File: src/hdl/ewjt_pkg.sv
// Package for the encoder wrap and jitter tracker.
// Holds the word types, the configuration group and the event and state codes.
// No dependencies.
package ewjt_pkg;

	localparam int unsigned CfgIndexW = 2;
	localparam int unsigned CfgDataW  = 16;

	localparam logic [CfgIndexW-1:0] CFG_INVERT_MODE       = 2'd0;
	localparam logic [CfgIndexW-1:0] CFG_PATTERN_CHECK_EN  = 2'd1;
	localparam logic [CfgIndexW-1:0] CFG_CONFIRM_THRESHOLD = 2'd2;

	localparam logic [1:0] FUNC_COMPARE = 2'd0;
	localparam logic [1:0] FUNC_WRAP    = 2'd1;
	localparam logic [1:0] FUNC_HW_UP   = 2'd2;
	localparam logic [1:0] FUNC_HW_DOWN = 2'd3;

	localparam logic [1:0] DIR_UNKNOWN  = 2'd0;
	localparam logic [1:0] DIR_FORWARD  = 2'd1;
	localparam logic [1:0] DIR_BACKWARD = 2'd2;

	localparam logic [2:0] PAT_NONE             = 3'd0;
	localparam logic [2:0] PAT_FWD_EXPECT_BWD   = 3'd1;
	localparam logic [2:0] PAT_BWD_EXPECT_FWD   = 3'd2;
	localparam logic [2:0] PAT_FWD_EXPECT_BWD_E = 3'd3;
	localparam logic [2:0] PAT_BWD_EXPECT_FWD_E = 3'd4;

	localparam logic [15:0] COUNT_MAX = 16'hFFFF;

	typedef struct packed {
		logic [1:0]  func;
		logic [15:0] count_now;
		logic        up_flag;
		logic        down_flag;
	} evt_word_t;

	typedef struct packed {
		logic [1:0]         direction;
		logic signed [31:0] wrap_count;
		logic [2:0]         pattern_state;
		logic [15:0]        pattern_count;
		logic               compensating;
	} status_word_t;

	typedef struct packed {
		logic        invert_mode;
		logic        pattern_check_enable;
		logic [15:0] confirm_threshold;
	} cfg_t;

	function automatic logic [15:0] sat_inc(input logic [15:0] v);
		sat_inc = (v == COUNT_MAX) ? v : v + 16'd1;
	endfunction

endpackage

File: src/hdl/ewjt_core.sv
// Tracker state and its update for one event word.
// Depends on ewjt_pkg for the word types, codes and configuration group.
module ewjt_core (
	input  logic                  clk,
	input  logic                  arst_n,
	input  logic                  step,
	input  ewjt_pkg::evt_word_t   evt,
	input  ewjt_pkg::cfg_t        cfg,
	output ewjt_pkg::status_word_t nxt
);

	logic [1:0]         dir_q;
	logic signed [31:0] wraps_q;
	logic [2:0]         pat_q;
	logic [15:0]        cnt_q;
	logic               just_q;
	logic               comp_q;
	logic [15:0]        last_q;

	logic [1:0]         dir_d;
	logic signed [31:0] wraps_d;
	logic [2:0]         pat_d;
	logic [15:0]        cnt_d;
	logic               just_d;
	logic               comp_d;
	logic [15:0]        last_d;

	logic               moved;
	logic [2:0]         pat_b;
	logic [15:0]        cnt_b;
	logic [15:0]        cnt_inc;
	logic               just_b;
	logic               forward;

	always_comb begin
		dir_d   = dir_q;
		wraps_d = wraps_q;
		pat_d   = pat_q;
		cnt_d   = cnt_q;
		just_d  = just_q;
		comp_d  = comp_q;
		last_d  = last_q;

		moved   = evt.count_now != last_q;
		pat_b   = moved ? ewjt_pkg::PAT_NONE : pat_q;
		just_b  = moved ? 1'b0 : just_q;
		cnt_b   = (moved && !comp_q) ? 16'd0 : cnt_q;
		cnt_inc = ewjt_pkg::sat_inc(cnt_b);
		forward = (evt.func == ewjt_pkg::FUNC_HW_UP) != cfg.invert_mode;

		case (evt.func)
			ewjt_pkg::FUNC_COMPARE: begin
				if (dir_q == ewjt_pkg::DIR_UNKNOWN) begin
					dir_d = ewjt_pkg::DIR_FORWARD;
				end
			end
			ewjt_pkg::FUNC_WRAP: begin
				if (dir_q == ewjt_pkg::DIR_UNKNOWN) begin
					dir_d = ewjt_pkg::DIR_BACKWARD;
				end
				if (evt.up_flag) begin
					dir_d = cfg.invert_mode ? ewjt_pkg::DIR_BACKWARD : ewjt_pkg::DIR_FORWARD;
				end else if (evt.down_flag) begin
					dir_d = cfg.invert_mode ? ewjt_pkg::DIR_FORWARD : ewjt_pkg::DIR_BACKWARD;
				end
				if (dir_d == ewjt_pkg::DIR_FORWARD) begin
					wraps_d = wraps_q + 32'sd1;
				end else if (dir_d == ewjt_pkg::DIR_BACKWARD) begin
					wraps_d = wraps_q - 32'sd1;
				end
			end
			default: begin
				if (forward) begin
					dir_d = ewjt_pkg::DIR_FORWARD;
					if (cfg.pattern_check_enable && pat_q == ewjt_pkg::PAT_BWD_EXPECT_FWD) begin
						pat_d = ewjt_pkg::PAT_FWD_EXPECT_BWD_E;
					end
				end else begin
					dir_d = ewjt_pkg::DIR_BACKWARD;
					if (cfg.pattern_check_enable) begin
						pat_d  = pat_b;
						just_d = just_b;
						cnt_d  = cnt_b;
						last_d = evt.count_now;
						case (pat_b)
							ewjt_pkg::PAT_NONE: begin
								just_d = 1'b1;
								pat_d  = ewjt_pkg::PAT_BWD_EXPECT_FWD;
							end
							ewjt_pkg::PAT_FWD_EXPECT_BWD: begin
								pat_d = ewjt_pkg::PAT_BWD_EXPECT_FWD_E;
							end
							ewjt_pkg::PAT_FWD_EXPECT_BWD_E: begin
								cnt_d  = just_b ? ewjt_pkg::sat_inc(cnt_inc) : cnt_inc;
								just_d = 1'b0;
								pat_d  = ewjt_pkg::PAT_BWD_EXPECT_FWD;
								if (cfg.confirm_threshold <= cnt_d) begin
									comp_d = 1'b1;
								end
							end
							default: begin
							end
						endcase
					end
				end
			end
		endcase

		nxt.direction     = dir_d;
		nxt.wrap_count    = wraps_d;
		nxt.pattern_state = pat_d;
		nxt.pattern_count = cnt_d;
		nxt.compensating  = comp_d;
	end

	always_ff @(posedge clk or negedge arst_n) begin
		if (!arst_n) begin
			dir_q   <= ewjt_pkg::DIR_UNKNOWN;
			wraps_q <= '0;
			pat_q   <= ewjt_pkg::PAT_NONE;
			cnt_q   <= '0;
			just_q  <= 1'b0;
			comp_q  <= 1'b0;
			last_q  <= '0;
		end else if (step) begin
			dir_q   <= dir_d;
			wraps_q <= wraps_d;
			pat_q   <= pat_d;
			cnt_q   <= cnt_d;
			just_q  <= just_d;
			comp_q  <= comp_d;
			last_q  <= last_d;
		end
	end

endmodule

File: src/hdl/encoder_wrap_and_jitter_tracker.sv
// Encoder wrap counter with back-and-forth jitter detection.
// A status word is valid in the cycle after its event word is accepted.
// Takes one event word per cycle while the status register frees as it is taken.
// Reset clears the configuration, all tracker state and the output valid.
// Depends on ewjt_pkg and ewjt_core.
module encoder_wrap_and_jitter_tracker (
	input  logic                           clk,
	input  logic                           arst_n,
	input  logic                           evt_valid,
	output logic                           evt_ready,
	input  ewjt_pkg::evt_word_t            evt,
	output logic                           status_valid,
	input  logic                           status_ready,
	output ewjt_pkg::status_word_t         status,
	input  logic                           cfg_we,
	input  logic [ewjt_pkg::CfgIndexW-1:0] cfg_index,
	input  logic [ewjt_pkg::CfgDataW-1:0]  cfg_wdata
);

	ewjt_pkg::cfg_t         cfg_q;
	ewjt_pkg::status_word_t nxt;
	ewjt_pkg::status_word_t status_q;
	logic                   status_valid_q;
	logic                   step;

	assign evt_ready    = !status_valid_q || status_ready;
	assign step         = evt_valid && evt_ready;
	assign status_valid = status_valid_q;
	assign status       = status_q;

	always_ff @(posedge clk or negedge arst_n) begin
		if (!arst_n) begin
			cfg_q <= '0;
		end else if (cfg_we) begin
			case (cfg_index)
				ewjt_pkg::CFG_INVERT_MODE: begin
					cfg_q.invert_mode <= cfg_wdata[0];
				end
				ewjt_pkg::CFG_PATTERN_CHECK_EN: begin
					cfg_q.pattern_check_enable <= cfg_wdata[0];
				end
				ewjt_pkg::CFG_CONFIRM_THRESHOLD: begin
					cfg_q.confirm_threshold <= cfg_wdata;
				end
				default: begin
				end
			endcase
		end
	end

	ewjt_core u_core (
		.clk    (clk),
		.arst_n (arst_n),
		.step   (step),
		.evt    (evt),
		.cfg    (cfg_q),
		.nxt    (nxt)
	);

	always_ff @(posedge clk or negedge arst_n) begin
		if (!arst_n) begin
			status_valid_q <= 1'b0;
		end else if (evt_ready) begin
			status_valid_q <= evt_valid;
		end
	end

	always_ff @(posedge clk) begin
		if (step) begin
			status_q <= nxt;
		end
	end

endmodule
File: config.mk
export PLATFORM = sky130hd
export DESIGN_NAME = encoder_wrap_and_jitter_tracker
export DESIGN_NICKNAME = d
export VERILOG_FILES = /design/src/hdl/ewjt_pkg.sv /design/src/hdl/ewjt_core.sv /design/src/hdl/encoder_wrap_and_jitter_tracker.sv
export SDC_FILE = /design/constraint.sdc
export NUM_CORES = 1
export LEC_CHECK = 0
export ABC_AREA = 1
export BUFFER_PORTS_ARGS = -buffer_cell sky130_fd_sc_hd__buf_2
export CAP_MARGIN = 20
export CORE_MARGIN = 2
export CORE_UTILIZATION = 64
export CTS_CLUSTER_DIAMETER = 150
export DETAILED_ROUTE_END_ITERATION = 10
export HOLD_SLACK_MARGIN = 0.1
export PLACE_DENSITY_LB_ADDON = 0.1
export SLEW_MARGIN = 15
export SYNTH_ARGS = -nofsm -noshare
export SYNTH_HDL_FRONTEND = slang
export SYNTH_SLANG_ARGS = --single-unit
File: constraint.sdc
create_clock -name clk -period 11.2 [get_ports clk]
set_clock_uncertainty 0.15 [all_clocks]
set_input_delay 0.56 -clock clk [delete_from_list [all_inputs] [get_ports clk]]
set_output_delay 0.56 -clock clk [all_outputs]
set_load 0.01 [all_outputs]
Word-level counts from Yosys, hierarchy flattened

Cells that the tools add are included.

RAM bits: 0
Memory bits (read-only): 0
Bits in registers: 144
Word-level logic and storage cells: 85
Output and inout port bits: 56
Latch bits: 0
Memories: 0
Input port bits: 43

Multipliers: 0
Divide/modulo/power cells: 0
Shift operators: 0
Magnitude comparators: 1
Muxes and demuxes: 33
Eq/ne operators: 13
Reductions and logical operators: 16
$add $sub $neg: 4
Bitwise gates (word level): 2

Operators by type and width:

| operator                                                               | number |
|---|---|
| 16-bit two-way mux                                                     | 8 |
| 32-bit two-way mux                                                     | 3 |
| 16-bit by 1-bit adder with 16-bit output (second input constant)       | 2 |
| 32-bit by 2-bit adder with 32-bit output (second input constant)       | 1 |
| 16-bit equality test (second input constant)                           | 2 |
| 32-bit by 2-bit subtractor with 32-bit output (second input constant)  | 1 |
| 16-bit less-or-equal comparator                                        | 1 |
| 2-bit two-way mux                                                      | 8 |
| 16-bit inequality test                                                 | 1 |
| 3-bit two-way mux                                                      | 5 |
| 2-bit by 1-bit equality test with 1-bit output (second input constant) | 3 |
| 2-bit equality test (second input constant)                            | 3 |
| 3-bit by 2-bit equality test with 1-bit output (second input constant) | 2 |
| 2-bit logical NOT                                                      | 3 |
| 1-bit two-way mux                                                      | 6 |
| 3-bit one-hot mux with 2 select lines                                  | 1 |
| 2-bit AND reduction                                                    | 3 |
| 2-bit one-hot mux with 2 select lines                                  | 1 |
| 4-bit AND reduction                                                    | 1 |
| 2-bit OR reduction                                                     | 2 |
| 3-bit by 1-bit equality test with 1-bit output (second input constant) | 1 |
| 1-bit logical AND                                                      | 3 |
| 3-bit logical NOT                                                      | 1 |
| 1-bit logical NOT                                                      | 2 |
| 4 further kinds                                                        | 5 |

Depth between registers and ports, before layout

Gate-level depths: netlist of the first run.

Word-level depth: 14
Gate-level depth with buffers: 43
Mapped depth without buffers: 39

Modules after synthesis

Synthesis of the first run repeated with hierarchy kept, for this count alone.

Cells, all modules: 1230
Area, all modules: 9153.8 um^2

By module, submodules not included:

| module                          | instances | sequential area each (um^2) | cells each | area an instance (um^2) |
|---|---|---|---|---|
| ewjt_core                       | 1         | 1776.7                      | 1086       | 6713.9 |
| encoder_wrap_and_jitter_tracker | 1         | 2097.0                      | 144        | 2439.8 |

Worst setup path after synthesis of the first run

No wires, ideal clock.

Path type: input to register
Start: input evt[4] (netlist bit)
End: register u_core.comp_q
Library setup time: 0.083 ns
Path slack: 6.195 ns
Arrival time: 4.772 ns
Cell stages on the path: 41
Required time: 10.967 ns
Buffers on the path: 4
Path through: inv_1 -> nand2_1 -> nand2_1 -> nor2_1 -> nand2_1 -> nor2_2 -> nand2_2 -> nand2_4 -> buf_6 -> buf_4 -> nand2_1 -> inv_1 -> ha_1 -> nand2_1 -> inv_1 -> nand3_2 -> inv_2 -> nand2_2 -> [5 not listed] -> ha_1 -> nand3_2 -> nor2_4 -> nand3_4 -> buf_6 -> nand2_2 -> nand2_1 -> and2_1 -> ha_1 -> a21oi_1 -> nor2_1 -> a211oi_1 -> o221ai_1 -> nand2_1 -> o211ai_1 -> nand2_1 -> nand3_1 -> o21ai_0

Cells in the longest elaborated chain, start to end: 14
Elaborated cells on any way between the ends: 19
Those cells by class: add/sub: 2; order compare: 1; eq/ne: 4; mux: 11; reduce/logical: 1

Ends and longest elaborated chain:

| what                                                                             | RTL line                              | RTL |
|---|---|---|
| from (decl)                                                                      | encoder_wrap_and_jitter_tracker.sv:11 | `input ewjt_pkg::evt_word_t evt,` |
| 16-bit inequality test (*)                                                       | ewjt_core.sv:44                       | `moved = evt.count_now != last_q;` |
| 1-bit logical AND                                                                | ewjt_core.sv:47                       | `cnt_b = (moved && !comp_q) ? 16'd0 : cnt_q;` |
| 16-bit two-way mux                                                               | ewjt_core.sv:47                       |  |
| 16-bit by 1-bit adder with 16-bit output or 16-bit equality test (tied branches) | ewjt_pkg.sv:52                        | `sat_inc = (v == COUNT_MAX) ? v : v + 16'd1;` |
| 16-bit two-way mux                                                               | ewjt_pkg.sv:52                        |  |
| 16-bit by 1-bit adder with 16-bit output or 16-bit equality test (tied branches) | ewjt_pkg.sv:52                        |  |
| 16-bit two-way mux                                                               | ewjt_pkg.sv:52                        |  |
| 16-bit two-way mux                                                               | ewjt_core.sv:94                       | `cnt_d = just_b ? ewjt_pkg::sat_inc(cnt_inc) : cnt_inc;` |
| 16-bit less-or-equal comparator                                                  | ewjt_core.sv:97                       | `if (cfg.confirm_threshold <= cnt_d) begin` |
| 1-bit two-way mux                                                                | ewjt_core.sv:97                       |  |
| 1-bit two-way mux (*)                                                            | ewjt_core.sv:85                       | `case (pat_b)` |
| 1-bit two-way mux (*)                                                            | ewjt_core.sv:80                       | `if (cfg.pattern_check_enable) begin` |
| 1-bit two-way mux (*)                                                            | ewjt_core.sv:73                       | `if (forward) begin` |
| 1-bit two-way mux (*)                                                            | ewjt_core.sv:51                       | `case (evt.func)` |
| to (signal assigned)                                                             | ewjt_core.sv:131                      | `comp_q <= comp_d;` |
| to (decl)                                                                        | ewjt_core.sv:17                       | `logic comp_q;` |

Mark *: on every way between the ends. The rest lies on a longest branch, timed or not.
A chain may end at the register's enable or synchronous reset.

Worst setup path after layout of the first run

Start: register u_core.last_q[7]
End: register u_core.comp_q

Cells in the longest elaborated chain, start to end: 14
Elaborated cells on any way between the ends: 19
Those cells by class: add/sub: 2; order compare: 1; eq/ne: 4; mux: 11; reduce/logical: 1

Ends and longest elaborated chain:

| what                                                                             | RTL line         | RTL |
|---|---|---|
| from (decl)                                                                      | ewjt_core.sv:18  | `logic [15:0] last_q;` |
| from (signal assigned)                                                           | ewjt_core.sv:132 | `last_q <= last_d;` |
| 16-bit inequality test (*)                                                       | ewjt_core.sv:44  |  |
| 1-bit logical AND                                                                | ewjt_core.sv:47  |  |
| 16-bit two-way mux                                                               | ewjt_core.sv:47  |  |
| 16-bit by 1-bit adder with 16-bit output or 16-bit equality test (tied branches) | ewjt_pkg.sv:52   |  |
| 16-bit two-way mux                                                               | ewjt_pkg.sv:52   |  |
| 16-bit by 1-bit adder with 16-bit output or 16-bit equality test (tied branches) | ewjt_pkg.sv:52   |  |
| 16-bit two-way mux                                                               | ewjt_pkg.sv:52   |  |
| 16-bit two-way mux                                                               | ewjt_core.sv:94  |  |
| 16-bit less-or-equal comparator                                                  | ewjt_core.sv:97  |  |
| 1-bit two-way mux                                                                | ewjt_core.sv:97  |  |
| 1-bit two-way mux (*)                                                            | ewjt_core.sv:85  |  |
| 1-bit two-way mux (*)                                                            | ewjt_core.sv:80  |  |
| 1-bit two-way mux (*)                                                            | ewjt_core.sv:73  |  |
| 1-bit two-way mux (*)                                                            | ewjt_core.sv:51  |  |

Marks and branches as above.

==> impl_metrics.tcl, run 1 <==
set metrics [dict create \
    hpwl_um 16300 \
    vias 8379 \
    hold_violations 0 \
    path_depth 37 \
    synth_cell_types 48 \
    wirelength_um 22700 \
    slew_violations 0 \
    timing.fmax_mhz 188 \
    die_area_mm2 0.0151 \
    die_y_um 123 \
    hold_path_startpoint "cfg_wdata[13]" \
    leakage_nw 4.77 \
    synth-seq-area-share 0.429 \
    ioPinCount 99 \
    drc_errors 0 \
    firstDrtPassIters 6 \
    path_buf_inv 5 \
    synth-edff-count 54 \
    htreeDepth 4 \
    hold_depth 2 \
    antenna_found_initial 0 \
    grt_usage 0.317 \
    avgSynthCellArea_um2 7.51 \
    cts.sinks 144 \
    postCtsSetupRepairBufs 0 \
    timing.final.ws_setup_ps 5880 \
    use_met3 0.0651 \
    nNetsFinal 1356 \
    min_period_ps 5320 \
    wl_per_cell_um 15.2 \
    synth_area_mm2 0.00904 \
    portBuffers 98 \
    tns_ps 0 \
    hold_end "cfg_q[13]" \
    setup_viol 0 \
    rsz0062_at_grt "no" \
    grt_use_met1 0.473 \
    grt_pass1_wl_um 37100 \
    drt-initial-drc-count 891 \
    crit_arrival_ps 5520 \
    grt_max_degree 75 \
    coreArea_mm2 0.0138 \
    first_global_vias 7564 \
    ir_drop_mv 0.119 \
    slew_headroom 0.479 \
    powerDensity_mw_per_mm2 185 \
    synthFlopType "dfrtp_1" \
    rows 43 \
    r2r-end "u_core.comp_q" \
    initial_core_util 0.654 \
    critPathMaxFanout 28 \
    ys_ff_latch 144 \
    diodes 0 \
    drv_cap 0 \
    worstMarginPinSlew_ps 779 \
    worstRegToRegCells 37 \
    clockBufferDepth 2 \
    max_stage_delay_ps 360 \
    path_common_cell "nand2_1" \
    use_met2 0.462 \
    reg2reg_slack_ps 5880 \
    crit_family "simple AND/OR/NAND/NOR gates" \
    synthCells 1203 \
    layout-drive-gt1-share 0.144 \
    startpoint_type "register" \
    place_congestion 0.952 \
    min_path_type "primary input to register" \
    path_class "register to register" \
    top_usage_layer "met1" \
    tritoncts "built" \
    yosys_warnings 0 \
    grt-ovfl-total 0 \
    status "completed" \
    crit_slowest_cell "dfrtp_1" \
    cp-end-kind "register" \
    ant_nets 0 \
    root_buffer "clkbuf_16" \
    syn_nets 1266 \
    cp.required_ps 11390 \
    die_w_um 123 \
    routed_via_density 5.64 \
    async_flop_share 0.625 \
    timing.rr.start "u_core.last_q[7]" \
    dp_slack_ps 5640 \
    clk_latency_ps 430 \
    finalCritPeriodShare 0.475 \
    path_clk_slew_ps 60 \
    area_growth_pct 13.2 \
    cts_buffers 17 \
]
cells by family after synthesis:
family	share of synthesized area
and+or+nand+nor	0.315
xor gates and xnor gates	0.0368
adders and majority gates	0.0277
buffers and inverters	0.0800
AOI/OAI and AO/OA	0.0930
muxes	0.0187
DFF	0.429
power breakdown:
part           leakage, nW  internal, mW  switching (mW)
registers             1.68         0.690          0.0978
clock network        0.268         0.315           0.237
logic                 2.83         0.189           0.360
per-layer routing:
metal	vias to the layer above	share of wire	routed length (µm)
met5	-	0	0
met4	0	0.019	429
met3	50	0.089	2030
met2	382	0.43	9770
met1	3841	0.46	10400
li1	4106	-	-
worst register-to-register path, delay by kind of cell (launching register included):
family,cells,cell delay (ps)
simple gates,24,2810
fa+ha+maj,3,780
compound gates,5,710
buf+inv,5,420
flops,1,360
per-stage QoR:
stage / hold WS, ps / std cells / instance area [µm²] / total power [mW] / utilization
2_1_floorplan: 114 / 1203 / 9040 / 1.16 / -
3_3_place_gp: 320 / 1453 / 9650 / 1.31 / 0.698
3_5_place_dp: 340 / 1453 / 9650 / 1.33 / 0.698
4_1_cts: 209 / 1486 / 10200 / 1.88 / 0.740
5_1_grt: 210 / 1486 / 10200 / 2.01 / 0.740
6_report: 212 / 1486 / 10200 / 1.89 / 0.740
synthesized netlist by cell type (2+ instances only):
cell type	n	area, µm²
a211oi_1	5	37.5
a21boi_0	4	30.0
a21oi_1	34	170
and2_1	5	31.3
and3_1	2	12.5
buf_1	4	15.0
buf_2	2	10.0
buf_6	3	33.8
clkbuf_1	23	86.3
clkinv_1	5	18.8
dfrtp_1	90	2250
edfxtp_1	54	1620
ha_1	20	250
inv_1	143	537
inv_2	4	15.0
mux2_2	15	169
nand2_1	378	1420
nand2_2	8	50.1
nand2_4	2	22.5
nand3_1	79	395
nand3_2	10	100
nand3b_1	7	52.6
nand4_1	27	169
nor2_1	94	353
nor2_2	6	37.5
nor2_4	5	56.3
nor3_1	19	95.1
nor4_1	4	25.0
o2111ai_1	2	17.5
o211a_1	2	20.0
o211ai_1	5	37.5
o21ai_0	87	435
o21ai_1	3	15.0
o31ai_1	2	15.0
xnor2_1	2	17.5
xor2_1	36	315
layout make-up:
class	count	area, µm²
inverters	152	573
repair buffers	104	541
fillers	1072	3590
flip-flops and latches	144	3870
clock buffers	19	443
clock inverters	13	126
multi-input cells	874	4450
well taps	180	225
worst max-delay path by stage:
stage,end,slack (ps),startpoint
after global routing,u_core.comp_q,5300,u_core.last_q[7]
final,u_core.comp_q,5880,u_core.last_q[7]
after floorplan,u_core.comp_q,6200,evt[4]
after global placement,u_core.comp_q,5740,evt[9]
after detailed placement,u_core.comp_q,5640,evt[2]
after CTS,u_core.comp_q,5880,u_core.last_q[7]
state kept, by name (all words and copies together) (netlist names):
signal / count
status_valid: 1
u_core.dir_q: 2
u_core.just_q: 1
u_core.cnt_q: 16
u_core.comp_q: 1
u_core.pat_q: 3
cfg_q: 18
status: 54
u_core.wraps_q: 32
u_core.last_q: 16
cells in the final DEF, fill, tap and decap left out, types with 7 or more instances in the layout:
| cell | synthesis | routed |
|---|---|---|
| nor2_1 | 94 | 92 |
| edfxtp_1 | 54 | 54 |
| nand3_2 | 10 | 10 |
| inv_1 | 143 | 143 |
| nand3b_1 | 7 | 7 |
| a21oi_1 | 34 | 34 |
| nor2_2 | 6 | 7 |
| o21ai_0 | 87 | 87 |
| nand4_1 | 27 | 27 |
| buf_2 | 2 | 97 |
| nand3_1 | 79 | 79 |
| ha_1 | 20 | 20 |
| xor2_1 | 36 | 36 |
| nor3_1 | 19 | 19 |
| nand2_2 | 8 | 8 |
| nand2_1 | 378 | 378 |
| mux2_2 | 15 | 15 |
| dfrtp_1 | 90 | 90 |
| clkbuf_16 | 0 | 17 |
repair_timing:
action | CTS | global route
hold buffers | 1 | 0
endpoints found under the hold margin | 39 | 0
gates resized for setup | 0 | 0
(Power assumes the default switching activity.)
==> run 2, diff against run 1 <==
CORE_UTILIZATION = 54   (was 64)
clock period = 4.39 ns   (was 11.2 ns; I/O delays follow)
==> impl_metrics.tcl, run 2 (synthesis gave the netlist of run 1 again) <==
set metrics [dict create \
    cts_buffers 17 \
    timing.fmax_mhz 222 \
    die_w_um 133 \
    max_stage_delay_ps 540 \
    clkPwrFrac 0.306 \
    slew_headroom 0.423 \
    rsz0062_at_grt "yes" \
    power.share.sequential 0.401 \
    total_power_mw 5.00 \
    critPathMaxFanout 7 \
    ioPinCount 99 \
    hold_depth 6 \
    initial_core_util 0.549 \
    finalCritPeriodShare 1.03 \
    area_growth_pct 27.1 \
    antenna_found_initial 0 \
    root_buffer "clkbuf_16" \
    portBuffers 98 \
    grt_usage 0.283 \
    p_sw_mw 1.79 \
    drv_cap 0 \
    firstDrtPassIters 5 \
    cp-end-kind "register" \
    multi_input_area_mm2 0.00464 \
    path_clk_slew_ps 70 \
    intPower_mw 3.21 \
    path_class "primary input to register" \
    leakage_nw 5.36 \
    crit_slowest_cell "dlygate4sd3_1" \
    place_congestion 0.939 \
    worst_hold_slack_ps 124 \
    setup_viol 2 \
    coreArea_mm2 0.0165 \
    diodes 0 \
    htreeDepth 4 \
    fillers 1376 \
    slew_violations 0 \
    routed_via_density 5.31 \
    cp.required_ps 4590 \
    wirelength_um 24600 \
    reg2reg_slack_ps -70 \
    mostFrequentLayoutCells "nand2_1, inv_1, buf_2, dfrtp_1, nor2_1" \
    nNetsFinal 1462 \
    ir_drop_mv 0.314 \
    timing.final.ws_setup_ps -110 \
    cts.sinks 144 \
    fin_util 0.698 \
    tritoncts "built" \
    crit_arrival_ps 4700 \
    mostFrequentLayoutCell "nand2_1" \
    r2r-end "u_core.comp_q" \
    hold_violations 0 \
    worstMarginPinSlew_ps 865 \
    grt-ovfl-total 0 \
    grt_max_degree 126 \
    ant_nets 0 \
    worstRegToRegCells 37 \
    drc_errors 0 \
    clockBufferDepth 2 \
    hpwl_um 16900 \
    vias 8668 \
    wl_per_cell_um 15.0 \
    largest_reg_flops 54 \
    hold_path_startpoint "evt[18]" \
    timing.rr.start "u_core.last_q[9]" \
    hold_end "u_core.dir_q[1]" \
    ff_latch_area_mm2 0.00387 \
    min_path_type "primary input to register" \
    clk_latency_ps 430 \
    powerDensity_mw_per_mm2 435 \
    power.share.combinational 0.294 \
    violations "setup timing" \
    grt_pass1_wl_um 40000 \
    first_global_vias 8054 \
    die_area_mm2 0.0178 \
    rows 47 \
    drt-initial-drc-count 750 \
    min_period_ps 4500 \
    die_y_um 133 \
    p_sw_frac 0.358 \
    startpoint_type "primary input" \
    layout-drive-gt1-share 0.210 \
    status "finished with violations" \
]
==> run 2: cell types whose count changed in the layout (fill, tap and decap cells not counted), moves of 5 or more <==
cell,change
buf_4,+66
dlygate4sd3_1,+37
nand2_1,-13
nand2_2,+11
ha_1,-6
ha_4,+6
inv_1,-5
nor2_1,-5
nor2_2,+5
==> run 2: per-layer routing <==
metal,global-route usage,up-vias,wire length [µm]
li1,-,4311,-
met1,0.407,4045,11500
met2,0.439,280,11300
met3,0.0510,32,1440
met4,0.0904,0,382
met5,0,-,0
==> run 2: metrics by stage <==
| step | instance area [µm²] | worst slack (ps) | setup TNS [ps] | instances |
|---|---|---|---|---|
| floorplan | 9110 | -120 | -236 | 1203 |
| detailed placement | 10200 | -99.2 | -193 | 1548 |
| global route | 11500 | -408 | -795 | 1632 |
| CTS | 11300 | 14.3 | 0 | 1624 |
| global placement | 10200 | -52.9 | -74.3 | 1548 |
| finish | 11500 | -110 | -208 | 1632 |
==> run 2: power groups by stage <==
stage	Clock, mW	Combinational, mW	Sequential (mW)
5_1_grt	1.61	1.66	2.04
3_3_place_gp	0	1.35	2.01
2_1_floorplan	0	0.959	2.00
6_report	1.53	1.47	2.00
4_1_cts	1.54	1.44	2.00
3_5_place_dp	0	1.38	2.01
==> run 2: worst max-delay path by stage <==
stage	from	end	cells after the start
after floorplan	u_core.last_q[11]	status[0]	40
after global placement	u_core.last_q[7]	u_core.comp_q	33
after detailed placement	u_core.last_q[8]	u_core.comp_q	37
after CTS	u_core.last_q[9]	u_core.comp_q	35
after global routing	evt[2]	u_core.comp_q	38
final	evt[4]	u_core.comp_q	38
==> run 2: worst max-delay path: cells and delay by family <==
| family | cells | cell delay, ps |
|---|---|---|
| and+or+nand+nor | 24 | 2160 |
| buffers and inverters | 6 | 960 |
| AOI/OAI and AO/OA | 5 | 820 |
| adders and majority gates | 3 | 510 |
==> run 2: cell type report <==
class,count,share of cell area
multi-input cells,874,0.404
flip-flops and latches,144,0.337
repair buffers,210,0.131
inverters,152,0.0503
clock buffers,18,0.0382
well taps,220,0.0240
clock inverters,14,0.0157
==> run 2: timing repair <==
action | CTS | global route
hold buffers | 38 | 1
resized for setup | 12 | 27
setup endpoints to repair | 2 | 2
pin swaps | 12 | 27
gates cloned | 0 | 1
setup buffers | 6 | 10
hold endpoints to repair | 96 | 1
==> run 3, diff against run 2 <==
ABC_AREA = 0   (was 1)
==> impl_metrics.tcl, run 3 <==
set metrics [dict create \
    rows 46 \
    worstMarginPinSlew_ps 1010 \
    hold_violations 0 \
    coreArea_mm2 0.0157 \
    avgSynthCellArea_um2 9.38 \
    hpwl_um 15500 \
    dp_slack_ps -1090 \
    htreeDepth 4 \
    ioPinCount 99 \
    antenna_found_initial 0 \
    final_area_mm2 0.0114 \
    max_stage_delay_ps 400 \
    fillers 1197 \
    synth-seq-area-share 0.450 \
    root_buffer "clkbuf_16" \
    drt-initial-drc-count 699 \
    mostFrequentLayoutCells "nand2_1, buf_4, buf_2, dfrtp_1, nor2_1" \
    route.met3.wl_um 1220 \
    synth_top_area_frac 0.262 \
    critPathMaxFanout 4 \
    async_flop_share 0.625 \
    rsz0062_at_grt "yes" \
    crit_slowest_cell "dfrtp_1" \
    die_area_mm2 0.0170 \
    path_common_cell "o21a_1" \
    fin_cells 1373 \
    status "finished with violations" \
    synth-edff-count 54 \
    diodes 0 \
    critPathLaunch "u_core.last_q[4]" \
    violations "setup timing" \
    first_global_vias 7671 \
    ant_nets 0 \
    path_class "register to register" \
    grt_max_degree 80 \
    crit_arrival_ps 5450 \
    yosys_warnings 0 \
    timing.fmax_mhz 187 \
    finalCritPeriodShare 1.22 \
    dp.cells 1281 \
    yosys-top-cells-area "dfrtp_1, edfxtp_1, nand2_1" \
    grt_usage 0.285 \
    clk_latency_ps 430 \
    syn_nets 980 \
    initial_core_util 0.548 \
    layout-drive-gt1-share 0.285 \
    tns_ps -2540 \
    timing.final.ws_setup_ps -949 \
    vias 7878 \
    die_w_um 130 \
    crit_family "compound AO/OA/AOI/OAI gates" \
    hold_path_startpoint "evt[18]" \
    grt_pass1_wl_um 37800 \
    synthMuxAreaShare 0.0371 \
    dpl_cell_area_mm2 0.0100 \
    synth-xor-area-share 0.0794 \
    die_y_um 130 \
    wl_met2_um 11500 \
    mostFrequentLayoutCell "nand2_1" \
    synthAdderAreaFrac 0.0291 \
    startpoint_type "register" \
    synth-simple-area-share 0.229 \
    total_power_mw 4.51 \
    synth_common_cells "nand2_1, dfrtp_1, nor2_1, edfxtp_1, xnor2_1" \
    synthCells 917 \
    slew_headroom 0.323 \
    timing.rr.start "u_core.last_q[4]" \
    min_path_type "primary input to register" \
    fin_util 0.723 \
    firstDrtPassIters 5 \
    wl_per_cell_um 17.0 \
    synth_top_family_by_area "simple AND/OR/NAND/NOR gates" \
    synthFlopType "dfrtp_1" \
    topRoutingLayerUsed "met4" \
    grt-ovfl-total 0 \
    min_period_ps 5340 \
    worst_hold_slack_ps 200 \
    worstPathCellList "xnor2_1 -> nand4_1 -> buf_4 -> o41ai_4 -> and2_4 -> ha_4 -> nand3_1 -> nor4_1 -> mux2i_1 -> a211oi_1 -> buf_4 -> nand4_1 -> o21ai_2 -> mux2_4 -> inv_2 -> ha_4 -> nor2b_4 -> o21a_1 -> o21a_1 -> o21a_1 -> o21a_1 -> o21ai_2 -> a211oi_2 -> o31ai_2" \
    cp-end-kind "register" \
    synth_area_mm2 0.00860 \
    ys_ff_latch 144 \
    path_clk_slew_ps 60 \
    nNetsFinal 1207 \
    synth_cell_types 71 \
    cts_buffers 17 \
    cts.sinks 144 \
    setup_viol 12 \
    ir_drop_mv 0.278 \
    wirelength_um 23400 \
    drc_errors 0 \
    synth_top_area_cell "dfrtp_1" \
    tritoncts "built" \
    clockBufferDepth 2 \
    portBuffers 98 \
    slew_violations 0 \
    place_congestion 0.961 \
    synthMostInstantiatedCell "nand2_1" \
    leakage_nw 4.91 \
    path_buf_inv 3 \
    synth-compound-area-share 0.141 \
    largest_reg_flops 54 \
    routed_via_density 5.74 \
    powerDensity_mw_per_mm2 398 \
    wl_met1_um 10000 \
    cp.required_ps 4500 \
    area_growth_pct 31.9 \
    drv_cap 0 \
]
run 3: changes by cell type after synthesis, moves of 12 or more:
cell      before  now
a22o_1         0   12
and3_1         2   19
clkbuf_1      23   44
inv_1        143   18
nand2_1      378  143
nand3_1       79   29
nand4_1       27   14
nor2_1        94   68
nor4_1         4   17
o21ai_0       87   38
or3_1          1   13
xnor2_1        2   50
run 3: power breakdown:
part | internal [mW] | total, mW | switching, mW
Sequential | 1.71 | 2.02 | 0.318
Clock | 0.879 | 1.45 | 0.567
Combinational | 0.497 | 1.04 | 0.547
run 3: worst min-delay path, cell delays in order:
cell	delay, ps
buf_2	140
a21oi_1	140
o21a_1	150
run 3: logic make-up (layout without fill, tap and decap cells):
family / after synthesis / after routing
XOR/XNOR: 78 / 78
buffers and inverters: 76 / 316
adder cells (fa/ha/maj): 20 / 20
multiplexers: 29 / 29
AO/OA/AOI/OAI: 174 / 174
AND/OR/NAND/NOR: 396 / 396
flip-flops: 144 / 144
run 3: worst paths after layout:
check | end | cells after the start | slack [ps]
max | status[0] | 24 | -950
min | status[53] | 3 | 200
max reg2reg | status[0] | 24 | -950
max in group asynchronous | u_core.wraps_q[17] | 3 | 2870
min in group asynchronous | u_core.wraps_q[4] | 2 | 220
min reg2reg | u_core.wraps_q[31] | 1 | 340
run 3: layout make-up:
type                            count  area (µm²)  area share
Inverter                           19        71.3     0.00628
Multi-Input combinational cell    697        4700       0.414
Tap cell                          216         270      0.0238
Clock buffer                       22         474      0.0418
Timing Repair Buffer              265        1860       0.163
Clock inverter                     10         110     0.00970
Sequential cell                   144        3870       0.341
run 3: repair_timing:
item                       CTS  global route
hold buffers                39             0
setup endpoints to repair    8            28
gates resized for setup      9            33
hold endpoints to repair    90             0
pin swaps                   21            29
setup buffers               10            12
run 3: per-layer routing:
layer  track usage  up-vias
met1         0.364     3780
met3        0.0578       59
met4        0.0942        0
li1              -     3772
met2         0.486      267
met5             0        -
